File: src/design/psbd_pkg.sv
// Shared types and constants for the per-source burst detector.
// No dependencies; every other design file imports this package.
`default_nettype none

package psbd_pkg;

    localparam int MAC_W      = 48;
    localparam int TIME_W     = 32;
    localparam int CNT_W      = 16;
    localparam int WIN_W      = 16;
    localparam int CD_W       = 20;
    localparam int CFG_DATA_W = 20;
    localparam int CFG_IDX_W  = 2;

    // configuration register indexes
    localparam logic [CFG_IDX_W-1:0] CFG_WINDOW   = 2'd0;
    localparam logic [CFG_IDX_W-1:0] CFG_BURST    = 2'd1;
    localparam logic [CFG_IDX_W-1:0] CFG_COOLDOWN = 2'd2;

    localparam logic [WIN_W-1:0] WINDOW_RST   = 16'd3000;
    localparam logic [CNT_W-1:0] BURST_RST    = 16'd6;
    localparam logic [CD_W-1:0]  COOLDOWN_RST = 20'd15000;

    localparam logic [CNT_W-1:0] CNT_MAX = 16'hFFFF;

    // item commands
    localparam logic CMD_FRAME = 1'b0;
    localparam logic CMD_CLEAR = 1'b1;

    typedef struct packed {
        logic              command;
        logic [MAC_W-1:0]  transmitter_mac;
        logic [TIME_W-1:0] now_ms;
    } t_in_item;

    typedef struct packed {
        logic             burst_detected;
        logic [CNT_W-1:0] frame_count;
    } t_out_item;

    typedef struct packed {
        logic [WIN_W-1:0] window_ms;
        logic [CNT_W-1:0] burst_frames;
        logic [CD_W-1:0]  cooldown_ms;
    } t_cfg;

    typedef struct packed {
        logic [MAC_W-1:0]  address;
        logic [TIME_W-1:0] window_start;
        logic [CNT_W-1:0]  frame_count;
        logic [TIME_W-1:0] last_fire;
    } t_slot_entry;

    typedef struct packed {
        logic      vld;
        t_out_item item;
    } t_seq_res;

    typedef enum logic [2:0] {
        ST_IDLE,
        ST_WALK,
        ST_WALK_END,
        ST_DECIDE,
        ST_WIN,
        ST_FIRE,
        ST_CLR
    } t_state;

endpackage

`default_nettype wire

File: src/design/psbd_time_alu.sv
// Shared wrap-safe time unit: elapsed = now - base (mod 2^32), compared to a limit.
// Depends on psbd_pkg.
`default_nettype none

module psbd_time_alu (
    input  wire logic [psbd_pkg::TIME_W-1:0] i_now,
    input  wire logic [psbd_pkg::TIME_W-1:0] i_base,
    input  wire logic [psbd_pkg::TIME_W-1:0] i_limit,
    output logic      [psbd_pkg::TIME_W-1:0] o_diff,
    output logic                             o_gt,
    output logic                             o_lt
);
    import psbd_pkg::*;

    assign o_diff = i_now - i_base;
    assign o_gt   = (o_diff > i_limit);
    assign o_lt   = (o_diff < i_limit);

endmodule

`default_nettype wire

File: src/design/psbd_slot_mem.sv
// Tracker table storage: one write port, one registered read port.
// Depends on psbd_pkg for the entry layout.
`default_nettype none

module psbd_slot_mem #(
    parameter int DEPTH = 4,
    parameter int AW    = 2
) (
    input  wire logic                 i_clk,
    input  wire logic                 i_we,
    input  wire logic [AW-1:0]        i_waddr,
    input  wire psbd_pkg::t_slot_entry i_wdata,
    input  wire logic                 i_re,
    input  wire logic [AW-1:0]        i_raddr,
    output psbd_pkg::t_slot_entry      o_rdata
);
    import psbd_pkg::*;

    t_slot_entry r_mem [DEPTH];
    t_slot_entry r_rdata;

    always_ff @(posedge i_clk) begin
        if (i_we) begin
            r_mem[i_waddr] <= i_wdata;
        end
        if (i_re) begin
            r_rdata <= r_mem[i_raddr];
        end
    end

    assign o_rdata = r_rdata;

endmodule

`default_nettype wire

File: src/design/psbd_seq.sv
// Sequencer: walks the slot table one entry per cycle, then updates the chosen tracker.
// Depends on psbd_pkg, psbd_time_alu and psbd_slot_mem.
`default_nettype none

module psbd_seq #(
    parameter int TRACK_SLOTS = 4
) (
    input  wire logic              i_clk,
    input  wire logic              i_rst_n,
    input  wire logic              i_in_valid,
    output logic                   o_in_ready,
    input  wire psbd_pkg::t_in_item i_in_item,
    input  wire psbd_pkg::t_cfg     i_cfg,
    input  wire logic              i_out_free,
    output psbd_pkg::t_seq_res      o_res
);
    import psbd_pkg::*;

    localparam int IW = (TRACK_SLOTS > 1) ? $clog2(TRACK_SLOTS) : 1;
    localparam logic [IW-1:0] LAST_IDX = IW'(TRACK_SLOTS - 1);

    t_state r_state, n_state;

    logic [TRACK_SLOTS-1:0] r_valid;
    logic                   r_eval_vld;
    logic [IW-1:0]          r_walk_idx, r_eval_idx;
    logic [IW-1:0]          r_match_idx, r_free_idx, r_best_idx, r_slot;
    logic                   r_found, r_have_free;
    logic [TIME_W-1:0]      r_best_age;
    logic [MAC_W-1:0]       r_mac;
    logic [TIME_W-1:0]      r_now, r_ws, r_lf;
    logic [CNT_W-1:0]       r_cnt;
    t_slot_entry            r_ent;

    logic              mem_re, mem_we;
    t_slot_entry       mem_rdata, mem_wdata;
    logic [TIME_W-1:0] alu_base, alu_limit, alu_diff;
    logic              alu_gt, alu_lt;

    logic              slot_is_valid, hit, fire;
    logic [IW-1:0]     slot_sel;
    logic [CNT_W-1:0]  cnt_base, cnt_inc;

    psbd_time_alu u_alu (
        .i_now   (r_now),
        .i_base  (alu_base),
        .i_limit (alu_limit),
        .o_diff  (alu_diff),
        .o_gt    (alu_gt),
        .o_lt    (alu_lt)
    );

    psbd_slot_mem #(
        .DEPTH (TRACK_SLOTS),
        .AW    (IW)
    ) u_mem (
        .i_clk   (i_clk),
        .i_we    (mem_we),
        .i_waddr (r_slot),
        .i_wdata (mem_wdata),
        .i_re    (mem_re),
        .i_raddr (r_walk_idx),
        .o_rdata (mem_rdata)
    );

    // next state
    always_comb begin
        n_state = r_state;
        unique case (r_state)
            ST_IDLE: begin
                if (i_in_valid) begin
                    n_state = (i_in_item.command == CMD_CLEAR) ? ST_CLR : ST_WALK;
                end
            end
            ST_WALK: begin
                if (r_walk_idx == LAST_IDX) begin
                    n_state = ST_WALK_END;
                end
            end
            ST_WALK_END: n_state = ST_DECIDE;
            ST_DECIDE:   n_state = ST_WIN;
            ST_WIN:      n_state = ST_FIRE;
            ST_FIRE: begin
                if (i_out_free) begin
                    n_state = ST_IDLE;
                end
            end
            ST_CLR: begin
                if (i_out_free) begin
                    n_state = ST_IDLE;
                end
            end
            default: n_state = ST_IDLE;
        endcase
    end

    // state-driven outputs and shared unit operand select
    always_comb begin
        o_in_ready = 1'b0;
        mem_re     = 1'b0;
        mem_we     = 1'b0;
        alu_base   = mem_rdata.window_start;
        alu_limit  = r_best_age;
        o_res      = '0;
        unique case (r_state)
            ST_IDLE: o_in_ready = 1'b1;
            ST_WALK: mem_re = 1'b1;
            ST_WIN: begin
                alu_base  = r_ws;
                alu_limit = {16'd0, i_cfg.window_ms};
            end
            ST_FIRE: begin
                alu_base                 = r_lf;
                alu_limit                = {12'd0, i_cfg.cooldown_ms};
                mem_we                   = i_out_free;
                o_res.vld                = i_out_free;
                o_res.item.burst_detected = fire;
                o_res.item.frame_count    = r_cnt;
            end
            ST_CLR: o_res.vld = i_out_free;
            default: ;
        endcase
    end

    // walk evaluation
    assign slot_is_valid = r_valid[r_eval_idx];
    assign hit = r_eval_vld && slot_is_valid && (mem_rdata.address == r_mac);

    assign slot_sel = r_found     ? r_match_idx :
                      r_have_free ? r_free_idx  : r_best_idx;

    // window restart, then saturating count
    assign cnt_base = alu_gt ? '0 : r_cnt;
    assign cnt_inc  = (cnt_base == CNT_MAX) ? CNT_MAX : cnt_base + CNT_W'(1);

    // last fire of zero means never fired
    assign fire = (r_cnt >= i_cfg.burst_frames) && !((r_lf != '0) && alu_lt);

    assign mem_wdata = '{address:      r_mac,
                         window_start: r_ws,
                         frame_count:  r_cnt,
                         last_fire:    fire ? r_now : r_lf};

    always_ff @(posedge i_clk) begin
        if (!i_rst_n) begin
            r_state    <= ST_IDLE;
            r_valid    <= '0;
            r_eval_vld <= 1'b0;
        end else begin
            r_state    <= n_state;
            r_eval_vld <= (r_state == ST_WALK);
            if (r_state == ST_DECIDE) begin
                r_valid[slot_sel] <= 1'b1;
            end
            if (r_state == ST_CLR && i_out_free) begin
                r_valid <= '0;
            end
        end
    end

    always_ff @(posedge i_clk) begin
        r_eval_idx <= r_walk_idx;
        if (r_state == ST_IDLE && i_in_valid) begin
            r_mac       <= i_in_item.transmitter_mac;
            r_now       <= i_in_item.now_ms;
            r_walk_idx  <= '0;
            r_found     <= 1'b0;
            r_have_free <= 1'b0;
            r_best_age  <= '0;
            r_best_idx  <= '0;
        end
        if (r_state == ST_WALK) begin
            r_walk_idx <= r_walk_idx + IW'(1);
        end
        if (r_eval_vld) begin
            if (hit && !r_found) begin
                r_found     <= 1'b1;
                r_match_idx <= r_eval_idx;
                r_ent       <= mem_rdata;
            end
            if (!slot_is_valid && !r_have_free) begin
                r_have_free <= 1'b1;
                r_free_idx  <= r_eval_idx;
            end
            // oldest window wins; strict compare keeps the lowest slot on ties
            if (slot_is_valid && alu_gt) begin
                r_best_age <= alu_diff;
                r_best_idx <= r_eval_idx;
            end
        end
        if (r_state == ST_DECIDE) begin
            r_slot <= slot_sel;
            if (r_found) begin
                r_ws  <= r_ent.window_start;
                r_cnt <= r_ent.frame_count;
                r_lf  <= r_ent.last_fire;
            end else begin
                r_ws  <= r_now;
                r_cnt <= '0;
                r_lf  <= '0;
            end
        end
        if (r_state == ST_WIN) begin
            if (alu_gt) begin
                r_ws <= r_now;
            end
            r_cnt <= cnt_inc;
        end
    end

endmodule

`default_nettype wire

File: src/design/per_source_burst_detector_unit.sv
// Per-source burst detector, top level. Depends on psbd_pkg and psbd_seq.
// Frame item: slot walk, then the WALK_END, DECIDE, WIN and FIRE steps; the result is
//   registered on leaving FIRE once the output is free, then IDLE takes the next item.
// Clear item: the CLR state registers the result once the output is free, then returns to IDLE.
// Reset (sync, active low): all trackers invalid, registers to defaults, output empty.
// Table contents are not swept at reset; entries are only used while valid.
`default_nettype none

module per_source_burst_detector_unit #(
    parameter int TRACK_SLOTS = 4
) (
    input  wire logic                              i_clk,
    input  wire logic                              i_rst_n,
    // input items
    input  wire logic                              i_in_valid,
    output logic                                   o_in_ready,
    input  wire psbd_pkg::t_in_item                 i_in_item,
    // result items
    output logic                                   o_out_valid,
    input  wire logic                              i_out_ready,
    output psbd_pkg::t_out_item                     o_out_item,
    // configuration writes
    input  wire logic                              i_cfg_we,
    input  wire logic [psbd_pkg::CFG_IDX_W-1:0]     i_cfg_idx,
    input  wire logic [psbd_pkg::CFG_DATA_W-1:0]    i_cfg_data
);
    import psbd_pkg::*;

    t_cfg      r_cfg;
    logic      r_out_vld;
    t_out_item r_out_item;
    logic      out_free;
    t_seq_res  seq_res;

    // Config registers; writes to unused indexes are dropped.
    always_ff @(posedge i_clk) begin
        if (!i_rst_n) begin
            r_cfg.window_ms    <= WINDOW_RST;
            r_cfg.burst_frames <= BURST_RST;
            r_cfg.cooldown_ms  <= COOLDOWN_RST;
        end else if (i_cfg_we) begin
            unique case (i_cfg_idx)
                CFG_WINDOW:   r_cfg.window_ms    <= i_cfg_data[WIN_W-1:0];
                CFG_BURST:    r_cfg.burst_frames <= i_cfg_data[CNT_W-1:0];
                CFG_COOLDOWN: r_cfg.cooldown_ms  <= i_cfg_data[CD_W-1:0];
                default: ;
            endcase
        end
    end

    // Output register: frees when the downstream side takes the item, so the
    // sequencer can finish the next one in the same cycle.
    assign out_free = !r_out_vld || i_out_ready;

    always_ff @(posedge i_clk) begin
        if (!i_rst_n) begin
            r_out_vld <= 1'b0;
        end else if (seq_res.vld) begin
            r_out_vld <= 1'b1;
        end else if (i_out_ready) begin
            r_out_vld <= 1'b0;
        end
    end

    always_ff @(posedge i_clk) begin
        if (seq_res.vld) begin
            r_out_item <= seq_res.item;
        end
    end

    // Slot walk, tracker update and table storage
    psbd_seq #(
        .TRACK_SLOTS (TRACK_SLOTS)
    ) u_seq (
        .i_clk      (i_clk),
        .i_rst_n    (i_rst_n),
        .i_in_valid (i_in_valid),
        .o_in_ready (o_in_ready),
        .i_in_item  (i_in_item),
        .i_cfg      (r_cfg),
        .i_out_free (out_free),
        .o_res      (seq_res)
    );

    assign o_out_valid = r_out_vld;
    assign o_out_item  = r_out_item;

endmodule

`default_nettype wire

File: config.mk
export PLATFORM = sky130hd
export DESIGN_NAME = per_source_burst_detector_unit
export DESIGN_NICKNAME = d
export VERILOG_FILES = /design/src/design/psbd_pkg.sv /design/src/design/psbd_time_alu.sv /design/src/design/psbd_slot_mem.sv /design/src/design/psbd_seq.sv /design/src/design/per_source_burst_detector_unit.sv
export SDC_FILE = /design/constraint.sdc
export NUM_CORES = 1
export LEC_CHECK = 0
export BUFFER_PORTS_ARGS = -buffer_cell sky130_fd_sc_hd__buf_2
export CORE_ASPECT_RATIO = 0.75
export CORE_MARGIN = 2
export CORE_UTILIZATION = 55
export CTS_CLUSTER_DIAMETER = 40
export CTS_CLUSTER_SIZE = 25
export DETAILED_ROUTE_END_ITERATION = 7
export PLACE_DENSITY_LB_ADDON = 0.3
export SYNTH_ARGS = -nofsm -noshare
export SYNTH_HDL_FRONTEND = slang
export SYNTH_HIERARCHICAL = 1
export SYNTH_SLANG_ARGS = --single-unit
File: constraint.sdc
create_clock -name i_clk -period 14 [get_ports i_clk]
set_input_delay 1.4 -clock i_clk [delete_from_list [all_inputs] [get_ports i_clk]]
set_output_delay 1.4 -clock i_clk [all_outputs]
set_load 0.05 [all_outputs]
## Yosys cells after proc, flatten, opt, wreduce, memory -nomap -nowiden

Memory sizes are Yosys's and may differ from the RTL's. A register that Yosys moved wholly into a read port is not among the register bits.
Cells that the tools add are included.

| word-level totals | value |
|---|---|
| register bits | 364 |
| bits in writable memories | 512 |
| output and inout port bits | 19 |
| word-level logic and storage cells | 127 |
| memories kept | 1 |

| cells by class | value |
|---|---|
| add/sub/neg operators | 3 |
| magnitude comparators | 6 |
| equality and inequality tests | 14 |
| mux-type cells | 45 |
| bitwise gates (word level) | 2 |
| reduce and logical (&&, ||, !) cells | 30 |

Memories:

| name | depth | bits a word | read ports | clocked after memory_dff | wr ports | line | text |
|---|---|---|---|---|---|---|---|
| u_seq.u_mem.r_mem | 4 | 128 | 1 | 1 | 1 | psbd_slot_mem.sv:19 | `t_slot_entry r_mem [DEPTH];` |

Operators by type and width:

| cell | number |
|---|---|
| $mux 32 | 8 |
| $pmux 32 s2 | 2 |
| $mux 16 | 5 |
| $eq 48x48->1 | 1 |
| $gt 32x32->1 | 1 |
| $lt 32x32->1 | 1 |
| $reduce_bool 32->1 | 1 |
| $sub 32x32->32 | 1 |
| $pmux 3 s6 | 1 |
| $add 16x1->16 const B | 1 |
| $eq 16x16->1 const B | 1 |
| $ge 16x16->1 | 1 |
| $mux 1 | 16 |
| $mux 2 | 7 |
| $mux 3 | 4 |
| $logic_and 1x1->1 | 10 |
| $reduce_and 2->1 | 5 |
| $eq 3x3->1 const B | 3 |
| $eq 3x2->1 const B | 2 |
| $lt 2x3->1 const B | 2 |
| $reduce_bool 2->1 | 3 |
| $logic_not 1->1 | 5 |
| $eq 2x2->1 const B | 2 |
| $ne 2x1->1 const B | 2 |
| other kinds (14) | 15 |

## Depth between registers and ports, before layout

| logic depth | value |
|---|---|
| depth after elaboration | 8 |
| gate-level depth with buffers | 31 |
| gate-level depth less buffers | 27 |

## Modules after synthesis

Netlist, hierarchy kept.

Modules (own cells, without submodules):

| module | instances | cells each | area each (um^2) | seq. area each (um^2) |
|---|---|---|---|---|
| psbd_slot_mem | 1 | 800 | 22,446.5 | 19,218.4 |
| psbd_seq | 1 | 1,097 | 13,021.2 | 8,047.7 |
| psbd_time_alu | 1 | 391 | 2,653.8 | 0.0 |
| per_source_burst_detector_unit | 1 | 230 | 2,620.0 | 1,571.5 |

## Worst setup path before layout

Ideal clock, no wire load.

| timing | value |
|---|---|
| kind | input to register |
| from | input port i_out_ready |
| to | memory u_seq/u_mem/r_mem[0][0] (netlist name) (enable) |
| data arrival time | 10.984 ns |
| slack | 2.218 ns |
| stages | 3 |
| path buffers | 0 |
| cell sequence | nand2b_1 > and3_1 > nor3b_1 |

| between the ends | value |
|---|---|
| cells in the longest elaborated chain, start to end | 4 |

Ends and longest elaborated chain:

| element | line | text |
|---|---|---|
| start, declared | per_source_burst_detector_unit.sv:20 | `input wire logic i_out_ready,` |
| $logic_or 1x1->1 | per_source_burst_detector_unit.sv:53 | `assign out_free = !r_out_vld \|\| i_out_ready;` |
| $mux 1 | psbd_seq.sv:105 | `unique case (r_state)` |
| net u_seq.mem_we | psbd_seq.sv:35 | `logic mem_re, mem_we;` |
| $mux 1 | psbd_slot_mem.sv:23 | `if (i_we) begin` |
| $mux 1 (not written as such) | psbd_slot_mem.sv:24 | `r_mem[i_waddr] <= i_wdata;` |
| end, declared | psbd_slot_mem.sv:19 |  |

The timed path passes the listed nets, and every way through them passes these cells.

## Worst setup path after layout

| timing | value |
|---|---|
| from | register u_seq.r_state[2] |
| to | register u_seq.r_cnt[11] (data pin) |

| between the ends | value |
|---|---|
| cells in the longest elaborated chain, start to end | 8 |

Ends and longest elaborated chain:

| element | line | text |
|---|---|---|
| start, declared | psbd_seq.sv:22 | `t_state r_state, n_state;` |
| start signal, assigned | psbd_seq.sv:150 | `r_state <= n_state;` |
| $eq 3x3->1 | psbd_seq.sv:105 |  |
| $pmux 32 s2 (*) | psbd_seq.sv:105 |  |
| net u_seq.alu_base[0] | psbd_seq.sv:37 | `logic [TIME_W-1:0] alu_base, alu_limit, alu_diff;` |
| $sub 32x32->32 (*) | psbd_time_alu.sv:15 | `assign o_diff = i_now - i_base;` |
| net u_seq.alu_diff[28] | psbd_seq.sv:37 |  |
| $gt 32x32->1 (*) | psbd_time_alu.sv:16 | `assign o_gt = (o_diff > i_limit);` |
| net u_seq.alu_gt | psbd_seq.sv:38 | `logic alu_gt, alu_lt;` |
| $mux 16 (*) | psbd_seq.sv:133 | `assign cnt_base = alu_gt ? '0 : r_cnt;` |
| $add 16x1->16 / $eq 16x16->1 (equally long branches) | psbd_seq.sv:134 | `assign cnt_inc = (cnt_base == CNT_MAX) ? CNT_MAX : cnt_base + CNT_W'(1);` |
| $mux 16 (*) | psbd_seq.sv:134 |  |
| $mux 16 (*) | psbd_seq.sv:203 | `if (r_state == ST_WIN) begin` |
| end signal, assigned | psbd_seq.sv:195 | `r_cnt <= r_ent.frame_count;` |
| end signal, assigned | psbd_seq.sv:207 | `r_cnt <= cnt_inc;` |
| end, declared | psbd_seq.sv:32 | `logic [CNT_W-1:0] r_cnt;` |

The timed path passes the listed nets; every way through them passes the cells marked *.
A chain may end at the register's enable or synchronous reset.

==> summary.txt <==
Status
  • Status: finished, final reports clean

Clock network
  • CTS Buf Count: 109
  • Clock Sinks: ~1000
  • CTS root buf: clkbuf_16
  • Hold buffers post-CTS: 0
  • Bufs on Longest Clock Path: 3
  • CTS clk-pin slew, worst paths: around 70 ps
  • Skew-Pair Late Insertion Delay: 700 ps
  • CTS tree: built
  • H-tree depth: 3
  • Setup bufs post-CTS: 0
  • CTS resizes: 0

Routing
  • Post-route ant nets: 0
  • DR vias/cell: 5.96
  • DRC viols: 0
  • DR iter-0 viols: 2575
  • Vias after detailed routing: about 22000
  • Post-DR wirelength/cell: 23.8 um
  • WL final: 88.8 mm
  • DR pass1 iterations: 6

Critical path
  • Startpoint types: flip-flop
  • CP peak stage delay: 690 ps
  • Crit path DAT: about 8400 ps
  • Worst setup EP type: flip-flop
  • Crit Path Max Fanout: 64
  • Reg2Reg Depth: 28
  • Req. time, crit path: roughly 14000 ps
  • Critical path's slowest cell: buf_4
  • WS Path Type: flip-flop to flip-flop

STA
  • Setup Skew: 35.3 ps
  • Hold WS: 416 ps
  • Setup TNS: 0 ps
  • Final Hold Fails: 0
  • Final min period: 8000 ps
  • Worst setup margin: 6000 ps
  • Final period util: 0.572
  • Pins over their slew limit: 0
  • Final setup viols: 0
  • RSZ-0062 raised after global routing: false
  • Slew margin rel.: 0.282
  • Worst-margin pin slew: 1080 ps
  • Achievable Freq: 125 MHz

Layout
  • Post-layout instance area: 46200 um^2
  • N_diodes: 0
  • Area Growth Syn to Fin: 13.4%
  • Share of cells above drive strength 1: 0.199
  • Fin util: 0.629
  • Fin nets: 2863

Synthesis
  • Ys async rst share: 0
  • Largest family of logic cells by synthesized area: multiplexers
  • Post-synthesis compound-gate area fraction: 0.0514
  • Post-Syn Nets: between 2000 and 3000
  • Multiplexer area fraction after synthesis: 0.107
  • Synth Cell Area: 40700 um^2
  • Post-Syn Instances: around 2500
  • Post-synthesis sequential area ratio: 0.708
  • Synth unique cells: 75
  • Adder-Cell Fraction of Synth Area: 0.0254
  • Post-synthesis simple-gate area fraction: 0.0620
  • Post-Syn Area per Cell: 16.2 um^2
  • Ys flop type: edfxtp_1
  • EDFF count, synth: 873
  • XOR/XNOR Fraction of Synth Area: 0.0185
  • #FFs+latches synth: 1004
  • Yosys Warn Count: 6

Global routing
  • All-Layer GR Usage: 0.234
  • Total grt overflow: 0
  • First-pass GRT wire length: 135 mm
  • Initial antenna violation count: 2
  • Vias in the first global route: 22176
  • Largest net degree at the start of global routing: 119

Place
  • Gpl congestion: approximately 0.9
  • Setup WS pre-CTS: between 6000 and 7000 ps
  • Post-DP HPWL: 53.6 mm
  • Area post-placement: 42200 um^2
  • I/O Buffers: 126

Die
  • Core area: 73400 um^2
  • IO Pins: 127
  • Die Area: between 70000 and 80000 um^2
  • Starting Density: 0.555
  • Die Height: approximately 240 um
  • # rows: 86
  • Chip Width: 318 um

Hold path
  • Min-Delay Path Depth: 0
  • Worst min-delay path category: flip-flop to flip-flop

Power and ir drop
  • Power per cell area: 202 nW/um^2
  • Peak supply drop: 136 uV
  • Pleak: 0.0160 uW

Flow run
  • Max-cap viol count: 0
## layout make-up
| type | count | area, um^2 |
|---|---|---|
| Inverter | 107 | 409 |
| Timing Repair Buffer | 160 | 911 |
| Clock inverter | 92 | 1220 |
| Clock buffer | 115 | 2780 |
| Fill cell | 5160 | 27200 |
| Multi-Input combinational cell | 1291 | 10800 |
| Tap cell | 968 | 1210 |
| Sequential cell | 1004 | 28800 |
## worst paths after layout
path | from | to | slack [ps]
max | u_seq/r_state[2] | u_seq/r_cnt[11] | 6000
min | u_seq/u_mem/o_rdata[20] | u_seq/r_ent[20] | 420
max reg2reg | u_seq/r_state[2] | u_seq/r_cnt[11] | 6000
min reg2reg | u_seq/u_mem/o_rdata[20] | u_seq/r_ent[20] | 420
## worst max-delay path: cells and delay by family (launching register included)
kind | cells | cell delay, ps
compound gates | 9 | 2050
flops | 1 | 610
buf+inv | 4 | 1520
simple gates | 10 | 2180
xor+xnor | 1 | 180
fa+ha+maj | 4 | 1140
## synthesized netlist by cell type (all sizes together) (3+ instances only)
cell,n,area share
and4,3,0.00065
nor2,129,0.012
nand3,27,0.0034
nor3,9,0.0014
nor4,23,0.0037
nand2b,6,0.00092
a21o,26,0.0048
mux2i,99,0.024
a22o,4,0.00086
inv,106,0.0098
a211oi,3,0.00055
a2111oi,3,0.0013
nor2b,38,0.0058
o41ai,3,0.0010
nand4,19,0.0029
o21a,9,0.0017
a31oi,9,0.0018
clkbuf,45,0.0041
dfxtp,131,0.064
a21boi,3,0.00055
o211ai,7,0.0013
xnor2,39,0.0084
o21ai,72,0.0088
buf,71,0.014
xor2,47,0.010
a21oi,149,0.019
a221oi,4,0.0010
and3b,4,0.00086
o22ai,32,0.0049
nand2,182,0.017
nand4b,5,0.0011
and3,22,0.0034
nand3b,6,0.0011
ha,81,0.025
and2,38,0.0058
edfxtp,873,0.64
mux4,129,0.071
mux2,32,0.012
nor3b,5,0.0010
## power by group
group	leakage (uW)	internal [uW]	switching [uW]
clock network	0.00191	1680	1370
registers	0.00902	3770	274
logic	0.00510	941	1310
## flip-flops by register name, indices dropped and copies added, names as in the netlist, 17 cells and up
signal,flops
u_seq/r_ws,32
u_seq/r_now,32
u_seq/u_mem/o_rdata,128
u_seq/r_best_age,32
u_seq/r_ent,80
u_seq/r_lf,32
o_out_item,17
r_cfg,52
u_seq/u_mem/r_mem,512
u_seq/r_mac,48
## through the flow
step	std cells	power [uW]
2_1_floorplan	2518	5740
3_3_place_gp	3529	6260
3_5_place_dp	3529	6330
4_1_cts	3736	9400
5_1_grt	3737	9760
6_report	3737	9350
## layout by cell type, fill, tap and decap left out, drive strengths merged, types with 5 or more instances in the layout
cell / count
nor4: 23
o22ai: 32
edfxtp: 873
and3: 22
clkinvlp: 10
nor3: 9
xor2: 47
a31oi: 9
nand2b: 6
clkbuf: 115
clkinv: 34
nand4: 19
buf: 160
o211ai: 7
nand3b: 6
a21oi: 149
nor2: 129
mux4: 129
ha: 81
nor2b: 38
mux2: 32
nand4b: 5
xnor2: 39
o21ai: 72
dfxtp: 131
bufinv: 7
o21a: 9
nand3: 27
mux2i: 99
nor3b: 5
inv: 148
and2: 38
a21o: 26
nand2: 182
## kinds of logic after synthesis
| logic type | Yosys count |
|---|---|
| flip-flops | 1004 |
| AND/OR/NAND/NOR | 521 |
| AO/OA/AOI/OAI | 342 |
| multiplexers | 260 |
| buffers and inverters | 223 |
| XOR/XNOR | 86 |
| adder cells (fa/ha/maj) | 82 |
## routing by layer
| layer | up-vias | global-route usage | wire length [um] |
|---|---|---|---|
| met5 | - | 0 | 0 |
| met1 | 11353 | 0.353 | 40200 |
| met2 | 852 | 0.354 | 40100 |
| met3 | 113 | 0.0495 | 7090 |
| met4 | 0 | 0.0516 | 1360 |
| li1 | 9942 | - | - |
Power figures use the tool's default switching activity.
